### config.mk
export PLATFORM = sky130hd
export DESIGN_NAME = tri_rotor_servo_mixer
export DESIGN_NICKNAME = d
export VERILOG_FILES = /design/src/hw/rtl/tsm_pkg.sv /design/src/hw/rtl/tsm_cond.sv /design/src/hw/rtl/tsm_mix.sv /design/src/hw/rtl/tsm_sat.sv /design/src/hw/rtl/tri_rotor_servo_mixer.sv
export SDC_FILE = /design/constraint.sdc
export NUM_CORES = 2
export LEC_CHECK = 0
export BUFFER_PORTS_ARGS = -buffer_cell sky130_fd_sc_hd__buf_2
export CORE_MARGIN = 3
export CORE_UTILIZATION = 40
export CTS_BUF_LIST = sky130_fd_sc_hd__clkbuf_8
export CTS_CLUSTER_DIAMETER = 60
export DETAILED_ROUTE_END_ITERATION = 12
export PLACE_DENSITY_LB_ADDON = 0.25
export SLEW_MARGIN = 15
export SYNTH_ARGS = -nofsm -noshare
export SYNTH_HDL_FRONTEND = slang
export SYNTH_SLANG_ARGS = --single-unit
### constraint.sdc
create_clock -name clk -period 10.05 [get_ports clk]
set_clock_uncertainty 0.05 [all_clocks]
set_input_delay 0.5025 -clock clk [delete_from_list [all_inputs] [get_ports clk]]
set_output_delay 0.5025 -clock clk [all_outputs]
set_load 0.02 [all_outputs]
### src/hw/rtl/tsm_pkg.sv
// Package for the tricopter motor and yaw servo mixer.
// Holds field widths, mix coefficients, register indexes, stage types and the neutral table.
// No dependencies; every other file of the block imports it.
package tsm_pkg;

    // field and sum widths
    localparam int CMD_W  = 16;
    localparam int PCT_W  = 8;
    localparam int PROD_W = 32;
    localparam int SUM_W  = 34;
    localparam int NQ_W   = 32;

    // unsigned Q0.16 coefficients, held as signed product-width operands
    localparam logic signed [PROD_W-1:0] COEF_SQRT3_3 = 32'sd37837;
    localparam logic signed [PROD_W-1:0] COEF_SQRT3_6 = 32'sd18919;
    localparam logic signed [PROD_W-1:0] COEF_0P7     = 32'sd45875;

    localparam logic [CMD_W-1:0] FULL_SCALE = 16'hFFFF;

    // servo neutral range in percent
    localparam int NEUTRAL_LO   = 25;
    localparam int NEUTRAL_HI   = 75;
    localparam int NEUTRAL_SPAN = NEUTRAL_HI - NEUTRAL_LO + 1;
    localparam int NIDX_W       = $clog2(NEUTRAL_SPAN);
    localparam longint PCT_DIV  = 100;

    // register reset values
    localparam logic [CMD_W-1:0] IDLE_THRUST_RST    = 16'd0;
    localparam logic [CMD_W-1:0] MAX_THRUST_RST     = 16'd60000;
    localparam logic [PCT_W-1:0] SERVO_NEUTRAL_RST  = 8'd50;

    // configuration register indexes
    typedef enum logic [1:0] {
        REG_IDLE_THRUST    = 2'd0,
        REG_MAX_THRUST     = 2'd1,
        REG_SERVO_NEUTRAL  = 2'd2,
        REG_SERVO_INVERTED = 2'd3
    } cfg_idx_t;

    // neutral position in Q.16 for each percent from 25 to 75
    typedef logic [NQ_W-1:0] neutral_tab_t [0:NEUTRAL_SPAN-1];

    function automatic neutral_tab_t build_neutral_tab();
        neutral_tab_t tab;
        longint       num;
        for (int i = 0; i < NEUTRAL_SPAN; i++)
        begin
            num    = longint'(NEUTRAL_LO + i) * 64'd65535 * 64'd65536;
            tab[i] = NQ_W'(num / PCT_DIV);
        end
        return tab;
    endfunction

    localparam neutral_tab_t NEUTRAL_TAB = build_neutral_tab();

    // stage 1: conditioned command
    typedef struct packed {
        logic signed [CMD_W-1:0] roll;
        logic signed [CMD_W-1:0] pitch;
        logic signed [CMD_W-1:0] yaw;
        logic [CMD_W-1:0]        thrust;
        logic [NQ_W-1:0]         neutral;
    } cond_t;

    // stage 2: products
    typedef struct packed {
        logic signed [PROD_W-1:0] rear_pitch;
        logic signed [PROD_W-1:0] side_pitch;
        logic signed [PROD_W-1:0] roll_half;
        logic signed [PROD_W-1:0] yaw_term;
        logic [CMD_W-1:0]         thrust;
        logic [NQ_W-1:0]          neutral;
    } prod_t;

    // stage 3: Q.16 sums
    typedef struct packed {
        logic signed [SUM_W-1:0] servo;
        logic signed [SUM_W-1:0] rear;
        logic signed [SUM_W-1:0] left;
        logic signed [SUM_W-1:0] right;
    } sum_t;

    // stage 4: clamped result
    typedef struct packed {
        logic [CMD_W-1:0] servo;
        logic [CMD_W-1:0] rear;
        logic [CMD_W-1:0] left;
        logic [CMD_W-1:0] right;
        logic             capped;
    } res_t;

endpackage

### src/hw/rtl/tsm_cond.sv
// Input conditioning stage: thrust limit and servo neutral lookup.
// Depends on tsm_pkg for the stage type and the neutral table.
module tsm_cond
    import tsm_pkg::*;
(
    input  logic                    clk,
    input  logic                    rst_n,
    input  logic                    en,
    input  logic                    in_valid,
    input  logic signed [CMD_W-1:0] roll,
    input  logic signed [CMD_W-1:0] pitch,
    input  logic signed [CMD_W-1:0] yaw,
    input  logic [CMD_W-1:0]        thrust,
    input  logic [CMD_W-1:0]        max_thrust,
    input  logic [PCT_W-1:0]        neutral_pct,
    output logic                    out_valid,
    output cond_t                   out
);

    logic        valid_reg;
    cond_t       data_reg;
    cond_t       data_next;
    logic [PCT_W-1:0]  pct_clamped;
    logic [PCT_W-1:0]  pct_off;
    logic [NIDX_W-1:0] nidx;

    // clamp percent into the usable range and index the table
    always_comb
    begin
        if (neutral_pct > PCT_W'(NEUTRAL_HI))
            pct_clamped = PCT_W'(NEUTRAL_HI);
        else if (neutral_pct < PCT_W'(NEUTRAL_LO))
            pct_clamped = PCT_W'(NEUTRAL_LO);
        else
            pct_clamped = neutral_pct;
        pct_off = pct_clamped - PCT_W'(NEUTRAL_LO);
        nidx    = pct_off[NIDX_W-1:0];
    end

    // limit thrust and assemble the stage word
    always_comb
    begin
        data_next.roll    = roll;
        data_next.pitch   = pitch;
        data_next.yaw     = yaw;
        data_next.thrust  = (thrust > max_thrust) ? max_thrust : thrust;
        data_next.neutral = NEUTRAL_TAB[nidx];
    end

    // valid bit
    always_ff @(posedge clk or negedge rst_n)
    begin
        if (!rst_n)
            valid_reg <= 1'b0;
        else if (en)
            valid_reg <= in_valid;
    end

    // payload
    always_ff @(posedge clk)
    begin
        if (en)
            data_reg <= data_next;
    end

    assign out_valid = valid_reg;
    assign out       = data_reg;

endmodule

### src/hw/rtl/tsm_mix.sv
// Mixing stages: constant-coefficient products, then Q.16 sums per output.
// Depends on tsm_pkg for coefficients and stage types.
module tsm_mix
    import tsm_pkg::*;
(
    input  logic  clk,
    input  logic  rst_n,
    input  logic  en,
    input  logic  in_valid,
    input  cond_t in,
    input  logic  servo_inverted,
    output logic  out_valid,
    output sum_t  out
);

    logic  prod_valid_reg;
    prod_t prod_reg;
    prod_t prod_next;
    logic  sum_valid_reg;
    sum_t  sum_reg;
    sum_t  sum_next;

    logic signed [PROD_W-1:0] pitch_ext;
    logic signed [PROD_W-1:0] yaw_ext;
    logic signed [SUM_W-1:0]  tq;
    logic signed [SUM_W-1:0]  nq;
    logic signed [SUM_W-1:0]  rp;
    logic signed [SUM_W-1:0]  sp;
    logic signed [SUM_W-1:0]  rh;
    logic signed [SUM_W-1:0]  yt;

    // products: one multiplier per coefficient, roll half is a shift
    always_comb
    begin
        pitch_ext = PROD_W'(in.pitch);
        yaw_ext   = PROD_W'(in.yaw);
        prod_next.rear_pitch = PROD_W'(COEF_SQRT3_3 * pitch_ext);
        prod_next.side_pitch = PROD_W'(COEF_SQRT3_6 * pitch_ext);
        prod_next.yaw_term   = PROD_W'(COEF_0P7 * yaw_ext);
        prod_next.roll_half  = {in.roll[CMD_W-1], in.roll, 15'h0000};
        prod_next.thrust     = in.thrust;
        prod_next.neutral    = in.neutral;
    end

    // sums in Q.16
    always_comb
    begin
        tq = $signed({2'b00, prod_reg.thrust, 16'h0000});
        nq = $signed({2'b00, prod_reg.neutral});
        rp = SUM_W'(prod_reg.rear_pitch);
        sp = SUM_W'(prod_reg.side_pitch);
        rh = SUM_W'(prod_reg.roll_half);
        yt = SUM_W'(prod_reg.yaw_term);
        sum_next.rear  = tq - rp;
        sum_next.left  = tq + rh + sp;
        sum_next.right = tq - rh + sp;
        sum_next.servo = servo_inverted ? (nq + yt) : (nq - yt);
    end

    // valid bits
    always_ff @(posedge clk or negedge rst_n)
    begin
        if (!rst_n)
        begin
            prod_valid_reg <= 1'b0;
            sum_valid_reg  <= 1'b0;
        end
        else if (en)
        begin
            prod_valid_reg <= in_valid;
            sum_valid_reg  <= prod_valid_reg;
        end
    end

    // payload
    always_ff @(posedge clk)
    begin
        if (en)
        begin
            prod_reg <= prod_next;
            sum_reg  <= sum_next;
        end
    end

    assign out_valid = sum_valid_reg;
    assign out       = sum_reg;

endmodule

### src/hw/rtl/tsm_sat.sv
// Output stage: truncate Q.16 sums and clamp, flag overflow at the top.
// Depends on tsm_pkg for stage types; this register is the block's output register.
module tsm_sat
    import tsm_pkg::*;
(
    input  logic             clk,
    input  logic             rst_n,
    input  logic             en,
    input  logic             in_valid,
    input  sum_t             in,
    input  logic [CMD_W-1:0] idle_thrust,
    output logic             out_valid,
    output res_t             out
);

    logic valid_reg;
    res_t data_reg;
    res_t data_next;
    logic [CMD_W:0] c_servo;
    logic [CMD_W:0] c_rear;
    logic [CMD_W:0] c_left;
    logic [CMD_W:0] c_right;

    // returns {overflow, value}
    function automatic logic [CMD_W:0] clamp_q16(
        input logic signed [SUM_W-1:0] q,
        input logic [CMD_W-1:0]        lo
    );
        logic [SUM_W-17:0] v;
        logic [CMD_W:0]    r;
        v = q[SUM_W-1] ? '0 : q[SUM_W-1:16];
        if (v < (SUM_W-16)'(lo))
            r = {1'b0, lo};
        else if (v > (SUM_W-16)'(FULL_SCALE))
            r = {1'b1, FULL_SCALE};
        else
            r = {1'b0, v[CMD_W-1:0]};
        return r;
    endfunction

    // clamp each output
    always_comb
    begin
        c_servo = clamp_q16(in.servo, '0);
        c_rear  = clamp_q16(in.rear, idle_thrust);
        c_left  = clamp_q16(in.left, idle_thrust);
        c_right = clamp_q16(in.right, idle_thrust);
        data_next.servo  = c_servo[CMD_W-1:0];
        data_next.rear   = c_rear[CMD_W-1:0];
        data_next.left   = c_left[CMD_W-1:0];
        data_next.right  = c_right[CMD_W-1:0];
        data_next.capped = c_servo[CMD_W] | c_rear[CMD_W] | c_left[CMD_W] | c_right[CMD_W];
    end

    // valid bit
    always_ff @(posedge clk or negedge rst_n)
    begin
        if (!rst_n)
            valid_reg <= 1'b0;
        else if (en)
            valid_reg <= in_valid;
    end

    // payload
    always_ff @(posedge clk)
    begin
        if (en)
            data_reg <= data_next;
    end

    assign out_valid = valid_reg;
    assign out       = data_reg;

endmodule

### src/hw/rtl/tri_rotor_servo_mixer.sv
// Tricopter mixer top level: configuration registers, stall control and stage chain.
// Depends on tsm_pkg, tsm_cond, tsm_mix and tsm_sat.
//
// Usage: one command item (roll, pitch, yaw, thrust) enters on the s_ stream and one
// result item (yaw servo, rear, left and right motor drives, capped flag) leaves on
// the m_ stream for every item accepted, in order.
// Pipeline: four register stages (conditioning, products, sums, clamp); the last one
// is the output register. Throughput is one item per cycle while the output does not
// stall; the chain has no feedback, so the clock rate is limited by the longest
// stage path, such as a multiplier or a 34-bit add.
// Stall: while a result waits in the output register and m_tready is low the whole
// chain holds and s_tready is low; items in flight are kept, none is dropped.
// Bubbles between items stay in the chain as empty slots.
// Configuration: cfg_we writes register cfg_addr with cfg_wdata (truncated to the
// register's width) at the clock edge; write only when no item is in flight.
// Reset: rst_n clears all valid bits and loads idle 0, max thrust 60000, neutral 50
// percent and normal servo direction; there is no clearing pass.
module tri_rotor_servo_mixer
    import tsm_pkg::*;
(
    input  logic        clk,
    input  logic        rst_n,
    // command stream
    input  logic        s_tvalid,
    output logic        s_tready,
    input  logic [63:0] s_tdata,   // roll_cmd, pitch_cmd, yaw_cmd, thrust_cmd
    // result stream
    output logic        m_tvalid,
    input  logic        m_tready,
    output logic [63:0] m_tdata,   // yaw_servo, rear_motor, left_motor, right_motor
    output logic [0:0]  m_tuser,   // capped
    // configuration
    input  logic        cfg_we,
    input  logic [1:0]  cfg_addr,
    input  logic [15:0] cfg_wdata
);

    logic [CMD_W-1:0] idle_thrust_reg;
    logic [CMD_W-1:0] max_thrust_reg;
    logic [PCT_W-1:0] servo_neutral_reg;
    logic             servo_inverted_reg;

    logic  en;
    logic  cond_valid;
    cond_t cond_data;
    logic  sum_valid;
    sum_t  sum_data;
    logic  res_valid;
    res_t  res_data;

    // configuration register writes
    always_ff @(posedge clk or negedge rst_n)
    begin
        if (!rst_n)
        begin
            idle_thrust_reg    <= IDLE_THRUST_RST;
            max_thrust_reg     <= MAX_THRUST_RST;
            servo_neutral_reg  <= SERVO_NEUTRAL_RST;
            servo_inverted_reg <= 1'b0;
        end
        else if (cfg_we)
        begin
            unique case (cfg_idx_t'(cfg_addr))
                REG_IDLE_THRUST:    idle_thrust_reg    <= cfg_wdata;
                REG_MAX_THRUST:     max_thrust_reg     <= cfg_wdata;
                REG_SERVO_NEUTRAL:  servo_neutral_reg  <= cfg_wdata[PCT_W-1:0];
                REG_SERVO_INVERTED: servo_inverted_reg <= cfg_wdata[0];
                default:            ;
            endcase
        end
    end

    // chain advances unless a result is held at the output
    assign en       = !res_valid || m_tready;
    assign s_tready = en;

    tsm_cond u_cond (
        .clk         (clk),
        .rst_n       (rst_n),
        .en          (en),
        .in_valid    (s_tvalid),
        .roll        ($signed(s_tdata[15:0])),
        .pitch       ($signed(s_tdata[31:16])),
        .yaw         ($signed(s_tdata[47:32])),
        .thrust      (s_tdata[63:48]),
        .max_thrust  (max_thrust_reg),
        .neutral_pct (servo_neutral_reg),
        .out_valid   (cond_valid),
        .out         (cond_data)
    );

    tsm_mix u_mix (
        .clk            (clk),
        .rst_n          (rst_n),
        .en             (en),
        .in_valid       (cond_valid),
        .in             (cond_data),
        .servo_inverted (servo_inverted_reg),
        .out_valid      (sum_valid),
        .out            (sum_data)
    );

    tsm_sat u_sat (
        .clk         (clk),
        .rst_n       (rst_n),
        .en          (en),
        .in_valid    (sum_valid),
        .in          (sum_data),
        .idle_thrust (idle_thrust_reg),
        .out_valid   (res_valid),
        .out         (res_data)
    );

    // result stream
    assign m_tvalid = res_valid;
    assign m_tdata  = {res_data.right, res_data.left, res_data.rear, res_data.servo};
    assign m_tuser  = res_data.capped;

    // a capped result has at least one drive at full scale
    assert property (@(posedge clk) disable iff (!rst_n)
        (m_tvalid && m_tuser[0]) |-> (m_tdata[15:0] == FULL_SCALE ||
            m_tdata[31:16] == FULL_SCALE || m_tdata[47:32] == FULL_SCALE ||
            m_tdata[63:48] == FULL_SCALE))
        else $error("capped result without a saturated drive");

    // input side stalls only behind a held result
    assert property (@(posedge clk) disable iff (!rst_n)
        !s_tready |-> (m_tvalid && !m_tready))
        else $error("input stalled without an output stall");

    // an accepted item occupies the first stage next cycle
    assert property (@(posedge clk) disable iff (!rst_n)
        (s_tvalid && s_tready) |=> cond_valid)
        else $error("accepted item lost at the first stage");

    // a held result keeps the second-to-last stage frozen as well
    assert property (@(posedge clk) disable iff (!rst_n)
        (m_tvalid && !m_tready) |=> $stable(sum_valid))
        else $error("sum stage moved during an output stall");

endmodule
Yosys cells after proc, flatten, opt, wreduce, memory -nomap -nowiden
Memory sizes are Yosys's and may differ from the RTL's. A register that Yosys moved wholly into a read port is not among the register bits.
Cells that the tools add are included.
- register bits: 470
- latch bits: 0
- memory bits (writable): 0
- memory bits (read-only): 2048
- input bits: 87
- output and inout port bits: 67
- logic and storage cells: 80
- memories kept: 1
- add/sub/neg operators: 8
- multipliers: 3
- divide/modulo/power cells: 0
- magnitude comparators: 11
- equality and inequality tests: 3
- shift operators: 0
- multiplexer cells: 16
- bitwise gates (word level): 4
- reductions and logical operators: 7
- memories (memory ; words ; width ; read ports ; clocked after memory_dff ; write ports ; RTL line ; text):
    (no name shown) ; 64 ; 32 ; 1 ; 1 ; 0 ; tsm_cond.sv:47 ; data_next.neutral = NEUTRAL_TAB[nidx];
- operators with widths (operator ; count):
    2-to-1 mux 17 bit ; 12
    greater-than comparator 18 x 16 -> 1 bit, second input constant ; 4
    adder 34 x 32 -> 34 bit ; 2
    subtractor 33 x 32 -> 34 bit ; 2
    multiplier 17 x 16 -> 32 bit, first input constant ; 2
    < comparator 18 x 16 -> 1 bit ; 3
    adder 33 x 31 -> 34 bit ; 1
    adder 33 x 32 -> 34 bit ; 1
    2-to-1 mux 34 bit ; 1
    subtractor 33 x 31 -> 34 bit ; 1
    multiplier 16 x 16 -> 32 bit, first input constant ; 1
    < comparator 18 x 1 -> 1 bit, second input constant ; 1
    greater-than comparator 16 bit ; 1
    2-to-1 mux 16 bit ; 1
    2-to-1 mux 6 bit ; 2
    greater-than comparator 8 x 7 -> 1 bit, second input constant ; 1
    < comparator 8 x 5 -> 1 bit, second input constant ; 1
    AND reduction 2 bit ; 4
    inverter 6 -> 7 bit ; 1
    subtractor 6 x 5 -> 6 bit, second input constant ; 1
    equality test 2 bit, second input constant ; 2
    bitwise OR 1 bit ; 3
    equality test 2 x 1 -> 1 bit, second input constant ; 1
    logical NOT 2 bit ; 1
    other kinds (2) ; 2

Longest topological paths before layout
- depth in word-level cells: 7
- mapped depth: 22
- gate-level depth less buffers: 22

Cells and area by module
From an unflattened synthesis, not the netlist that was laid out.
- cells, all modules: 3577
- area total of the unflattened synthesis: 39178.8 um2
- modules (own cells, without submodules) (module ; times used ; cells an instance ; area each (um2) ; seq. area each (um2)):
    tsm_mix ; 1 ; 2568 ; 27745.4 ; 8818.5
    tsm_cond ; 1 ; 486 ; 5350.1 ; 2607.5
    tsm_sat ; 1 ; 434 ; 4511.8 ; 1976.9
    tri_rotor_servo_mixer ; 1 ; 89 ; 1571.5 ; 1038.5

Worst setup path after synthesis
Ideal clock, no wire load.
- path kind: input port to flip-flop
- start point: input m_tready
- end point: register u_cond.valid_reg, in the netlist u_cond.out_valid
- arrival: 10898 ps
- required time: 9886 ps
- path slack: -1012 ps
- cell stages on the path: 2
- cell sequence: nand2b_1 -> mux2_2
- word-level cells in the longest chain between the ends: 1
- RTL lines (element ; RTL line ; text):
    from (decl) ; tri_rotor_servo_mixer.sv:29 ; input logic m_tready,
    logical OR 1 bit ; tri_rotor_servo_mixer.sv:74 ; assign en = !res_valid || m_tready;
    to (signal assigned) ; tsm_cond.sv:56 ; valid_reg <= in_valid;
    to (decl) ; tsm_cond.sv:20 ; logic valid_reg;
Every way passes these cells.
A chain may end at the register's enable or synchronous reset.

==> impl_results.md <==
- Outcome: finished clean
- Seq cells post-synth: 417
- Primary FF master, synth: edfxtp_1
- Req. time, crit path: 10.42 ns
- Max frequency: 152 MHz
- Met3 WL: 4100 um
- Crit path kind: flop to flop
- Total die area: 91000 um2
- Mux cell area share after synthesis: 2.65%
- Synth-to-layout area growth: 12.4%
- Compound-Gate Fraction of Synth Area: 11.2%
- Clock net sink count: 417
- CTS tree: built
- RSZ-0062 raised after global routing: no
- GPL Wtd Cong: 0.863
- Die X: 302 um
- Global-route wire length before repair: 128000 um
- Number of global-route vias before repair: 23174
- R2r setup slk: 3.49 ns
- CP bufs+invs: 2
- Setup slack at placement: 3.59 ns
- Avg WL per Cell: 17.1 um
- Share of layout cells above drive strength 1: 10.6%
- Fill cells: 8162
- Simple-gate area share of the yosys netlist: 8.63%
- Critical-path top delay cell: edfxtp_1
- Worst Hold Class: primary input to flop
- Critical path's top delay family: adder cells
- Dpl cell area: 37000 um2
- # DRC: 0
- Final setup fails: 0
- CP dominant cell by count: fa_1
- DR iter-0 viols: 1256
- Ys async rst share: 10.8%
- Synth Area in XOR/XNOR: 4.28%
- Final slew viol count: 0
- Adder-cell share of the synthesized area: 31.2%
- Initial core utilization: 40.7%
- IO Port Bufs: 153
- Tmin final: 6.56 ns
- Cts repair resizes: 0
- Clock root cell: clkbuf_8
- Sequential area share after synthesis: 35.2%
- IO Pins: 154
- Syn_nets: 4059
- WL met1: 41800 um
- Fin crit share: 65.3%
- DR vias/cell: 4.95
- Worst skew pair latency: 0.70 ns
- Area occupied by registers: 12300 um2
- Htree depth: 3
- Fin util: 45.7%
- Via count: 23291
- Core area: 85900 um2
- Number of buffers created by CTS: 82
- Hpwl dp: 64300 um
- Drt total wl: 80500 um
- Detailed Routing Iterations Pass 1: 5
- Worst Path Max Fanout: 8
- Postcts setup bufs: 0
- Max reg flops: 127
- Max Buffers Root-to-Sink: 3
- WL met2: 33300 um
- Initial antenna violation count: 7
- Mapped Cells: 3235
- Distinct cells, synth: 83
- Max_cap viols: 0
- Largest family of logic cells by synthesized area: adder cells
- Total track usage: 17.9%
- ANT nets after route: 0
- EDFF count, synth: 372
- CP Capture Type: flop
- Synth warnings: 0
- CP peak stage delay: 0.56 ns
- Multi-input logic area: 20300 um2
- Total Nets Final: 4309
- Clk slew on worst S/H paths: 0.06 ns
- Crit-path cells: fa_1 -> fa_1 -> inv_1 -> fa_1 -> fa_1 -> inv_1 -> fa_1 -> fa_1 -> ha_1 -> a21o_1 -> a21o_1 -> a21o_1 -> a21oi_1 -> a21boi_0 -> o211ai_1 -> a21oi_1 -> o21ai_0 -> xor2_1
- Setup TNS: 0 ns
- Fin. Hold Viols: 0
- Final instance area: 39300 um2
- Worst setup SP type: flop
- Critical path arrival: 6.92 ns
- Grt ovf: 0
- Die height: 302 um
- Final worst slack: 3.49 ns
- Avg Cell Area, Syn: 10.8 um2
- Worst-Margin Slew: 1.09 ns
- Row count: 107
- Mapped Area: 35000 um2
- Highest metal used: met5
- Largest net degree at the start of global routing: 124
- Slew margin rel.: 27.4%
synth_stat cells (28+ instances only):
library cell,instances,share of area [%]
mux2_2,48,1.5
ha_1,514,18
fa_1,223,13
nand2_1,116,1.2
xnor2_1,105,2.6
nand3_1,61,0.87
edfxtp_1,372,32
mux2i_1,34,0.97
nor3_1,41,0.59
a21o_1,85,1.8
inv_1,553,5.9
o21ai_0,122,1.7
a31oi_1,28,0.50
xor2_1,66,1.7
dfrtp_1,35,2.5
a21oi_1,179,2.6
nor2b_1,97,1.7
clkbuf_1,43,0.46
nor2_1,150,1.6
o21a_1,38,0.82
path summary, 6_finish.rpt:
kind	startpoint	to	cells after the start
max	u_cond.out[68]	u_mix.prod_reg[142]	18
min	cfg_wdata[11]	idle_thrust_reg[11]	3
max reg2reg	u_cond.out[68]	u_mix.prod_reg[142]	18
min reg2reg	u_cond.out[25]	u_mix.nq[25]	0
max in group asynchronous	rst_n	u_mix.prod_valid_reg	3
min in group asynchronous	rst_n	idle_thrust_reg[4]	3
worst min-delay path, stage by stage:
cell and delay (ns):
buf_2 0.12, nand2_1 0.05, o21ai_0 0.08
cell families after synthesis:
logic type,after synthesis
AO/OA/AOI/OAI,611
adder cells (fa/ha/maj),737
flip-flops,417
AND/OR/NAND/NOR,593
XOR/XNOR,171
buffers and inverters,622
multiplexers,84
final cells by class:
type	count	share of cell area (%)
multi-input combinational	2196	51.6
sequential	417	31.3
inverter	555	5.30
timing repair buffer	233	3.92
tap	1144	3.64
clock buffer	84	2.94
clock inverter	68	1.25
antenna	5	0.0318
through the flow:
step,std cells,hold WS [ns]
3_3_place_gp,4481,0.351
6_report,4702,0.0663
5_1_grt,4700,0.0358
3_5_place_dp,4481,0.355
2_1_floorplan,3235,0.157
4_1_cts,4697,0.00122
cells in the final DEF, fill, tap and decap left out, types with 38 or more instances in the layout:
master / n
inv_1: 578
ha_1: 514
edfxtp_1: 372
fa_1: 223
a21oi_1: 179
buf_2: 153
nor2_1: 150
o21ai_0: 122
nand2_1: 116
xnor2_1: 105
nor2b_1: 97
a21o_1: 85
clkbuf_8: 84
xor2_1: 66
dlygate4sd3_1: 64
nand3_1: 61
mux2_2: 48
nor3_1: 41
o21a_1: 38
per-layer routing:
metal	GRT usage [%]	vias to the layer above
met4	4.44	2
met2	26.0	484
met5	0	-
li1	-	11712
met1	27.4	10998
met3	3.15	95
repair_timing:
item | in CTS | in global routing
hold endpoints to repair | 112 | 0
hold buffers | 64 | 0
setup endpoints to repair | 0 | 0
Power is not shown: default switching activity piles up to over one toggle a cycle in this logic, so the estimate is an artifact.
